--- src/hdl/taac_pkg.sv ---
// ----------------------------------------------------------------------------
// Two-axis angle constrainer package
// Shared constants, register indexes, status codes and pipeline records.
// ----------------------------------------------------------------------------
package taac_pkg;

  localparam int FRACTION_BITS_DEF  = 6;
  localparam int MAX_HALF_TURNS_DEF = 8;

  localparam int ANGLE_W      = 17;
  localparam int LIMIT_W      = 16;
  localparam int CFG_INDEX_W  = 2;
  localparam int IN_TDATA_W   = 56;
  localparam int OUT_TDATA_W  = 40;

  localparam logic signed [LIMIT_W-1:0] FIRST_MIN_RST  = -16'sd5760;
  localparam logic signed [LIMIT_W-1:0] FIRST_MAX_RST  = 16'sd5760;
  localparam logic signed [LIMIT_W-1:0] SECOND_MIN_RST = -16'sd5760;
  localparam logic signed [LIMIT_W-1:0] SECOND_MAX_RST = 16'sd5760;

  typedef enum logic [CFG_INDEX_W-1:0] {
    REG_FIRST_MIN  = 2'd0,
    REG_FIRST_MAX  = 2'd1,
    REG_SECOND_MIN = 2'd2,
    REG_SECOND_MAX = 2'd3
  } reg_index_t;

  typedef enum logic [1:0] {
    STATUS_UNCHANGED = 2'd0,
    STATUS_VALID     = 2'd1,
    STATUS_RESTORED  = 2'd2,
    STATUS_NARROW    = 2'd3
  } status_t;

  typedef struct packed {
    logic signed [LIMIT_W-1:0] first_min;
    logic signed [LIMIT_W-1:0] first_max;
    logic signed [LIMIT_W-1:0] second_min;
    logic signed [LIMIT_W-1:0] second_max;
  } limits_t;

  typedef struct packed {
    logic signed [ANGLE_W-1:0] req1;
    logic signed [ANGLE_W-1:0] req2;
    logic signed [ANGLE_W-1:0] start;
    logic                      narrow;
  } item_t;

endpackage

--- src/hdl/taac_turn_stage.sv ---
// ----------------------------------------------------------------------------
// Half-turn stage
// One conditional half turn of the first axis, with the second axis negated.
// ----------------------------------------------------------------------------
module taac_turn_stage #(
  parameter int AW            = 29,
  parameter int FRACTION_BITS = taac_pkg::FRACTION_BITS_DEF,
  parameter bit TURN_UP       = 1'b1
) (
  input  logic                   clk,
  input  logic                   rst,
  input  logic                   en,
  input  taac_pkg::limits_t      lim,
  input  logic                   in_valid,
  input  taac_pkg::item_t        in_item,
  input  logic signed [AW-1:0]   in_a1,
  input  logic signed [AW-1:0]   in_a2,
  input  logic                   in_changed,
  output logic                   out_valid,
  output taac_pkg::item_t        out_item,
  output logic signed [AW-1:0]   out_a1,
  output logic signed [AW-1:0]   out_a2,
  output logic                   out_changed
);
  import taac_pkg::*;

  localparam logic signed [AW-1:0] HALF_TURN = AW'(180 * (2 ** FRACTION_BITS));

  logic turn;

  always_comb begin
    if (TURN_UP) begin
      turn = in_a1 < AW'(lim.first_min);
    end else begin
      turn = in_a1 > AW'(lim.first_max);
    end
  end

  always_ff @(posedge clk) begin
    if (rst) begin
      out_valid <= 1'b0;
    end else if (en) begin
      out_valid <= in_valid;
    end
  end

  always_ff @(posedge clk) begin
    if (en) begin
      out_item    <= in_item;
      out_changed <= in_changed | turn;
      if (turn) begin
        out_a1 <= TURN_UP ? in_a1 + HALF_TURN : in_a1 - HALF_TURN;
        out_a2 <= -in_a2;
      end else begin
        out_a1 <= in_a1;
        out_a2 <= in_a2;
      end
    end
  end

endmodule

--- src/hdl/two_axis_angle_constrainer.sv ---
// ----------------------------------------------------------------------------
// Two-axis angle constrainer
// Brings a requested mirror pose into the configured axis limits by half
// turns, tries one more flip toward the start angle and reports a status.
// ----------------------------------------------------------------------------
// The pipeline has one stage per possible half turn, two flip stages and
// the output register. Throughput is one beat per cycle; the whole pipeline
// holds while a result waits at the output. Reset empties the pipeline and
// loads the default limits of plus and minus 90 degrees on both axes.
module two_axis_angle_constrainer #(
  parameter int FRACTION_BITS  = taac_pkg::FRACTION_BITS_DEF,
  parameter int MAX_HALF_TURNS = taac_pkg::MAX_HALF_TURNS_DEF
) (
  input  logic                                clk,
  input  logic                                rst,
  input  logic                                s_axis_tvalid,
  output logic                                s_axis_tready,
  // first_axis_in, second_axis_in, start_first_axis, unused bits
  input  logic [taac_pkg::IN_TDATA_W-1:0]     s_axis_tdata,
  output logic                                m_axis_tvalid,
  input  logic                                m_axis_tready,
  // first_axis_out, second_axis_out, status, zero fill
  output logic [taac_pkg::OUT_TDATA_W-1:0]    m_axis_tdata,
  input  logic                                cfg_we,
  input  logic [taac_pkg::CFG_INDEX_W-1:0]    cfg_index,
  input  logic [taac_pkg::LIMIT_W-1:0]        cfg_data
);
  import taac_pkg::*;

  localparam int AW = 19 + FRACTION_BITS + $clog2(MAX_HALF_TURNS + 1);
  localparam int NS = 2 * MAX_HALF_TURNS;
  localparam logic signed [AW-1:0] HALF_TURN    = AW'(180 * (2 ** FRACTION_BITS));
  localparam logic signed [AW-1:0] QUARTER_TURN = AW'(90 * (2 ** FRACTION_BITS));

  limits_t lim;
  logic    en;

  logic                  v   [NS+1];
  item_t                 it  [NS+1];
  logic signed [AW-1:0]  a1  [NS+1];
  logic signed [AW-1:0]  a2  [NS+1];
  logic                  chg [NS+1];

  logic                  f1_valid;
  item_t                 f1_item;
  logic signed [AW-1:0]  f1_a1;
  logic signed [AW-1:0]  f1_a2;
  logic signed [AW-1:0]  f1_cand;
  logic                  f1_changed;
  logic                  f1_try;

  logic                  f2_valid;
  item_t                 f2_item;
  logic signed [AW-1:0]  f2_a1;
  logic signed [AW-1:0]  f2_a2;
  logic                  f2_changed;

  logic signed [AW-1:0]  moved;
  logic                  move_dn;
  logic                  move_up;
  logic                  cand_ok;
  logic                  pose_ok;
  status_t               status;

  function automatic logic pose_valid(input logic signed [AW-1:0] p1,
                                      input logic signed [AW-1:0] p2,
                                      input limits_t l);
    pose_valid = p1 >= AW'(l.first_min) && p1 <= AW'(l.first_max) &&
                 p2 >= AW'(l.second_min) && p2 <= AW'(l.second_max);
  endfunction

  always_ff @(posedge clk) begin
    if (rst) begin
      lim.first_min  <= FIRST_MIN_RST;
      lim.first_max  <= FIRST_MAX_RST;
      lim.second_min <= SECOND_MIN_RST;
      lim.second_max <= SECOND_MAX_RST;
    end else if (cfg_we) begin
      case (reg_index_t'(cfg_index))
        REG_FIRST_MIN:  lim.first_min  <= cfg_data;
        REG_FIRST_MAX:  lim.first_max  <= cfg_data;
        REG_SECOND_MIN: lim.second_min <= cfg_data;
        REG_SECOND_MAX: lim.second_max <= cfg_data;
        default: ;
      endcase
    end
  end

  assign en            = !m_axis_tvalid || m_axis_tready;
  assign s_axis_tready = en;

  always_comb begin
    v[0]          = s_axis_tvalid;
    it[0].req1    = s_axis_tdata[ANGLE_W-1:0];
    it[0].req2    = s_axis_tdata[2*ANGLE_W-1:ANGLE_W];
    it[0].start   = s_axis_tdata[3*ANGLE_W-1:2*ANGLE_W];
    it[0].narrow  = (AW'(lim.first_max) - AW'(lim.first_min)) < HALF_TURN;
    a1[0]         = AW'(it[0].req1);
    a2[0]         = AW'(it[0].req2);
    chg[0]        = 1'b0;
  end

  for (genvar k = 0; k < NS; k++) begin : g_turn
    taac_turn_stage #(
      .AW            (AW),
      .FRACTION_BITS (FRACTION_BITS),
      .TURN_UP       (k < MAX_HALF_TURNS)
    ) u_stage (
      .clk         (clk),
      .rst         (rst),
      .en          (en),
      .lim         (lim),
      .in_valid    (v[k]),
      .in_item     (it[k]),
      .in_a1       (a1[k]),
      .in_a2       (a2[k]),
      .in_changed  (chg[k]),
      .out_valid   (v[k+1]),
      .out_item    (it[k+1]),
      .out_a1      (a1[k+1]),
      .out_a2      (a2[k+1]),
      .out_changed (chg[k+1])
    );
  end

  always_comb begin
    moved   = a1[NS] - AW'(it[NS].start);
    move_dn = moved > QUARTER_TURN;
    move_up = moved < -QUARTER_TURN;
  end

  always_ff @(posedge clk) begin
    if (rst) begin
      f1_valid <= 1'b0;
    end else if (en) begin
      f1_valid <= v[NS];
    end
  end

  always_ff @(posedge clk) begin
    if (en) begin
      f1_item    <= it[NS];
      f1_a1      <= a1[NS];
      f1_a2      <= a2[NS];
      f1_changed <= chg[NS];
      f1_try     <= move_dn | move_up;
      f1_cand    <= move_dn ? a1[NS] - HALF_TURN : a1[NS] + HALF_TURN;
    end
  end

  assign cand_ok = pose_valid(f1_cand, -f1_a2, lim);

  always_ff @(posedge clk) begin
    if (rst) begin
      f2_valid <= 1'b0;
    end else if (en) begin
      f2_valid <= f1_valid;
    end
  end

  always_ff @(posedge clk) begin
    if (en) begin
      f2_item <= f1_item;
      if (f1_try && cand_ok) begin
        f2_a1      <= f1_cand;
        f2_a2      <= -f1_a2;
        f2_changed <= 1'b1;
      end else begin
        f2_a1      <= f1_a1;
        f2_a2      <= f1_a2;
        f2_changed <= f1_changed;
      end
    end
  end

  always_comb begin
    pose_ok = pose_valid(f2_a1, f2_a2, lim);
    if (f2_item.narrow) begin
      status = STATUS_NARROW;
    end else if (!f2_changed) begin
      status = STATUS_UNCHANGED;
    end else if (pose_ok) begin
      status = STATUS_VALID;
    end else begin
      status = STATUS_RESTORED;
    end
  end

  always_ff @(posedge clk) begin
    if (rst) begin
      m_axis_tvalid <= 1'b0;
    end else if (en) begin
      m_axis_tvalid <= f2_valid;
    end
  end

  always_ff @(posedge clk) begin
    if (en) begin
      if (status == STATUS_VALID) begin
        m_axis_tdata[ANGLE_W-1:0]         <= f2_a1[ANGLE_W-1:0];
        m_axis_tdata[2*ANGLE_W-1:ANGLE_W] <= f2_a2[ANGLE_W-1:0];
      end else begin
        m_axis_tdata[ANGLE_W-1:0]         <= f2_item.req1;
        m_axis_tdata[2*ANGLE_W-1:ANGLE_W] <= f2_item.req2;
      end
      m_axis_tdata[2*ANGLE_W+1:2*ANGLE_W]       <= status;
      m_axis_tdata[OUT_TDATA_W-1:2*ANGLE_W+2]   <= '0;
    end
  end

endmodule
--- config.mk ---
export PLATFORM = sky130hd
export DESIGN_NAME = two_axis_angle_constrainer
export DESIGN_NICKNAME = d
export VERILOG_FILES = /design/src/hdl/taac_pkg.sv /design/src/hdl/taac_turn_stage.sv /design/src/hdl/two_axis_angle_constrainer.sv
export SDC_FILE = /design/constraint.sdc
export NUM_CORES = 2
export LEC_CHECK = 0
export BUFFER_PORTS_ARGS = -buffer_cell sky130_fd_sc_hd__buf_2
export CORE_MARGIN = 3
export CORE_UTILIZATION = 60
export DETAILED_ROUTE_END_ITERATION = 6
export PLACE_DENSITY = 0.86
export SYNTH_ARGS = -nofsm -noshare
export SYNTH_HDL_FRONTEND = slang
export SYNTH_SLANG_ARGS = --single-unit
--- constraint.sdc ---
create_clock -name clk -period 206.9 [get_ports clk]
set_input_delay 62.07 -clock clk [delete_from_list [all_inputs] [get_ports clk]]
set_output_delay 62.07 -clock clk [all_outputs]
set_load 0.02 [all_outputs]
==> results_dict.tcl <==
set metrics [dict create \
    top_usage_layer "met2" \
    timing.hold.ws_ps 402 \
    num_vias 55600 \
    r2r_slack_ps 200020 \
    endpoint_kind "output pin" \
    crit_chain "buf_2 > nor2b_1 > buf_4 > inv_8 > buf_2" \
    rows 144 \
    grt_pass1_wl_um 288000 \
    layout-drive-gt1-share_pct 8.31 \
    critPathMaxStageDelay_ps 270 \
    rr_worst_depth 23 \
    hold_viol 0 \
    firstDrtPassIters 5 \
    slew_headroom_pct 20.8 \
    worstHoldStart "g_turn[15].u_stage.out_a2[13]" \
    syn_inst 6959 \
    clock_latency_ps 830 \
    synthFlopType "edfxtp_1" \
    final_cell_area_um2 103000 \
    synth_edf_count 1857 \
    rsz0062_at_grt "no" \
    clock_sinks 1940 \
    path_max_fanout 35 \
    io_buffers 111 \
    grt_usage_pct 22.3 \
    path_delay_family "buffers and inverters" \
    htree_num_levels 4 \
    p_per_area_nw_per_um2 12.6 \
    ir_drop_v 0.00000937 \
    skew_ps 51.2 \
    r2r_end "f2_a1[27]" \
    grt_overflow 0 \
    synthArstFlopShare_pct 0 \
    cpMostUsedCell "buf_2" \
    n_fill_cell 10400 \
    io_pins 121 \
    first_global_vias 56300 \
    hpwl_um 126000 \
    status "complete, no violations" \
    initial_core_util_pct 60.6 \
    design.core.area_um2 155000 \
    grt_use_met2_pct 40.7 \
    cp.buffers_inverters 4 \
    clk_pin_slew_ps 60 \
    hold_path.class "flop to flop" \
    post-cts-setup-buffers 0 \
    cts.root.buffer_cell "clkbuf_16" \
    drc 0 \
    place_congestion 0.952 \
    placed_area_um2 96800 \
    crit_path_top_delay_cell "buf_4" \
    grtUsageMet3_pct 3.55 \
    cts-resized-gates 0 \
    antenna_found_initial 5 \
    synth.avg_cell_area_um2 13.5 \
    syn2layout_area_growth_pct 10.2 \
    cp.arrival_ps 62980 \
    synth_cell_types 101 \
    ys_warn_count 0 \
    period_minus_slack_ps 125050 \
    tns_ps 0 \
    required_ps 144830 \
    nets 8015 \
    cts_buffers 191 \
    cts_tree "built" \
    ys_ff_latch 1940 \
    final_antenna_net_count 0 \
    vias_per_cell 5.91 \
    wl_um 180000 \
    yosysSeqAreaShare_pct 61.3 \
    die_y_um 401 \
    setup_violations 0 \
    criticalPathCategory "input port to output pin" \
    synth.cell_area_um2 93600 \
    max_freq_mhz 8.00 \
    clk_path_buf_depth 3 \
    timing.rr.start "f1_item[18]" \
    drtIter0Drc 3930 \
    hold-path-cell-count 0 \
    period_share_pct 60.4 \
    ctsHoldBuffers 0 \
    final_util_pct 66.8 \
    holdPathEnd "f1_a2[13]" \
    grt_max_degree 194 \
    slew_viol_final 0 \
    total_leakage_power_nw 39.7 \
    worstMarginPinSlew_ps 1190 \
    use_met1_pct 26.0 \
    routedWlPerCell_um 19.2 \
    start_kind "input port" \
    die-area_um2 161000 \
    dieWidth_um 401 \
    maxCapViolations 0 \
]
## flip-flops by register name, summed over array words and instances (netlist names), 16 cells and up
name,cells
f2_item,35
g_turn.u_stage.out_valid,16
g_turn.u_stage.out_changed,16
g_turn.u_stage.out_item,689
g_turn.u_stage.out_a2,463
m_axis_tdata,36
lim,64
f2_a1,29
f1_cand,21
f1_a1,21
f1_a2,28
g_turn.u_stage.out_a1,453
f1_item,35
f2_a2,28
## metal layers
metal	share of wire, %	vias to the layer above
li1	-	26900
met1	39	26900
met2	52	1412
met3	4.8	436
met4	4.1	2
met5	0.0039	-
## cells in the final DEF (no fill, tap or decap), types with 20 or more instances in the layout
cell	instances
and3_1	51
or2_2	22
a211oi_1	26
edfxtp_1	1857
o31ai_1	90
nor4_1	83
nand2_1	459
a21o_1	215
bufinv_16	20
nand4_1	178
clkbuf_16	192
o21a_1	75
nand2b_1	136
dfxtp_1	83
ha_1	744
clkinv_2	38
o21ai_0	244
mux2_2	72
or4_1	53
o211ai_1	25
clkinv_1	43
clkbuf_1	26
nor3_1	133
buf_4	59
and2_1	25
nand3_1	112
o41ai_1	54
inv_1	213
xnor2_1	578
nor2b_1	96
a21oi_1	295
nor2_1	290
or3_1	79
nand3b_1	28
buf_2	111
xor2_1	227
## cells in the mapped netlist (28+ instances only)
cell | count | area [um^2]
edfxtp_1 | 1857 | 55800
ha_1 | 744 | 9310
xnor2_1 | 578 | 5060
nand2_1 | 459 | 1720
a21oi_1 | 298 | 1490
nor2_1 | 291 | 1090
o21ai_0 | 244 | 1220
xor2_1 | 227 | 1990
a21o_1 | 215 | 1610
inv_1 | 215 | 807
nand4_1 | 178 | 1110
nand2b_1 | 136 | 851
nor3_1 | 133 | 666
nand3_1 | 112 | 561
clkbuf_1 | 109 | 409
nor2b_1 | 96 | 601
o31ai_1 | 90 | 676
dfxtp_1 | 83 | 1660
nor4_1 | 83 | 519
or3_1 | 79 | 494
o21a_1 | 75 | 563
mux2_2 | 72 | 811
o41ai_1 | 54 | 473
or4_1 | 53 | 398
and3_1 | 51 | 319
nand3b_1 | 28 | 210
## stage by stage
stage	power (mW)	instances	worst slack, ps
3_5_place_dp	0.955	9042	81870
2_1_floorplan	0.862	6962	32410
3_3_place_gp	0.931	9042	81880
5_1_grt	1.37	9400	81790
4_1_cts	1.31	9400	81860
6_report	1.30	9401	81850
## power breakdown
part / internal [mW] / switching, mW
clock network: 0.198 / 0.148
logic: 0.146 / 0.159
registers: 0.557 / 0.0931
## logic make-up after synthesis
group           after synthesis  share of synthesized area [%]
compound gates             1183                           8.26
xor+xnor                    805                           7.53
fa+ha+maj                   745                           9.96
buf+inv                     355                           1.48
flops                      1940                           61.3
mux                          89                           1.05
other cells                   1                        0.00401
simple gates               1841                           10.4
## cell type report
cell class                 count  area, um^2  share of cell area, %
tap                         2044        2560                   2.48
inverter                     216         822                  0.797
multi-input combinational   4667       34900                   33.8
sequential                  1940       57400                   55.6
clock buffer                 222        4930                   4.78
antenna                        1        2.50                0.00242
timing repair buffer         175        1100                   1.06
clock inverter               136        1440                   1.39
## how the worst max path moves through the flow
stage / endpoint / start / cells after the start
2_1_floorplan: s_axis_tready / m_axis_tready / 3
3_3_place_gp: s_axis_tready / m_axis_tready / 5
3_5_place_dp: s_axis_tready / m_axis_tready / 5
4_1_cts: s_axis_tready / m_axis_tready / 5
5_1_grt: s_axis_tready / m_axis_tready / 5
6_report: s_axis_tready / m_axis_tready / 5
No activity file was read; power rests on OpenSTA's default activity.
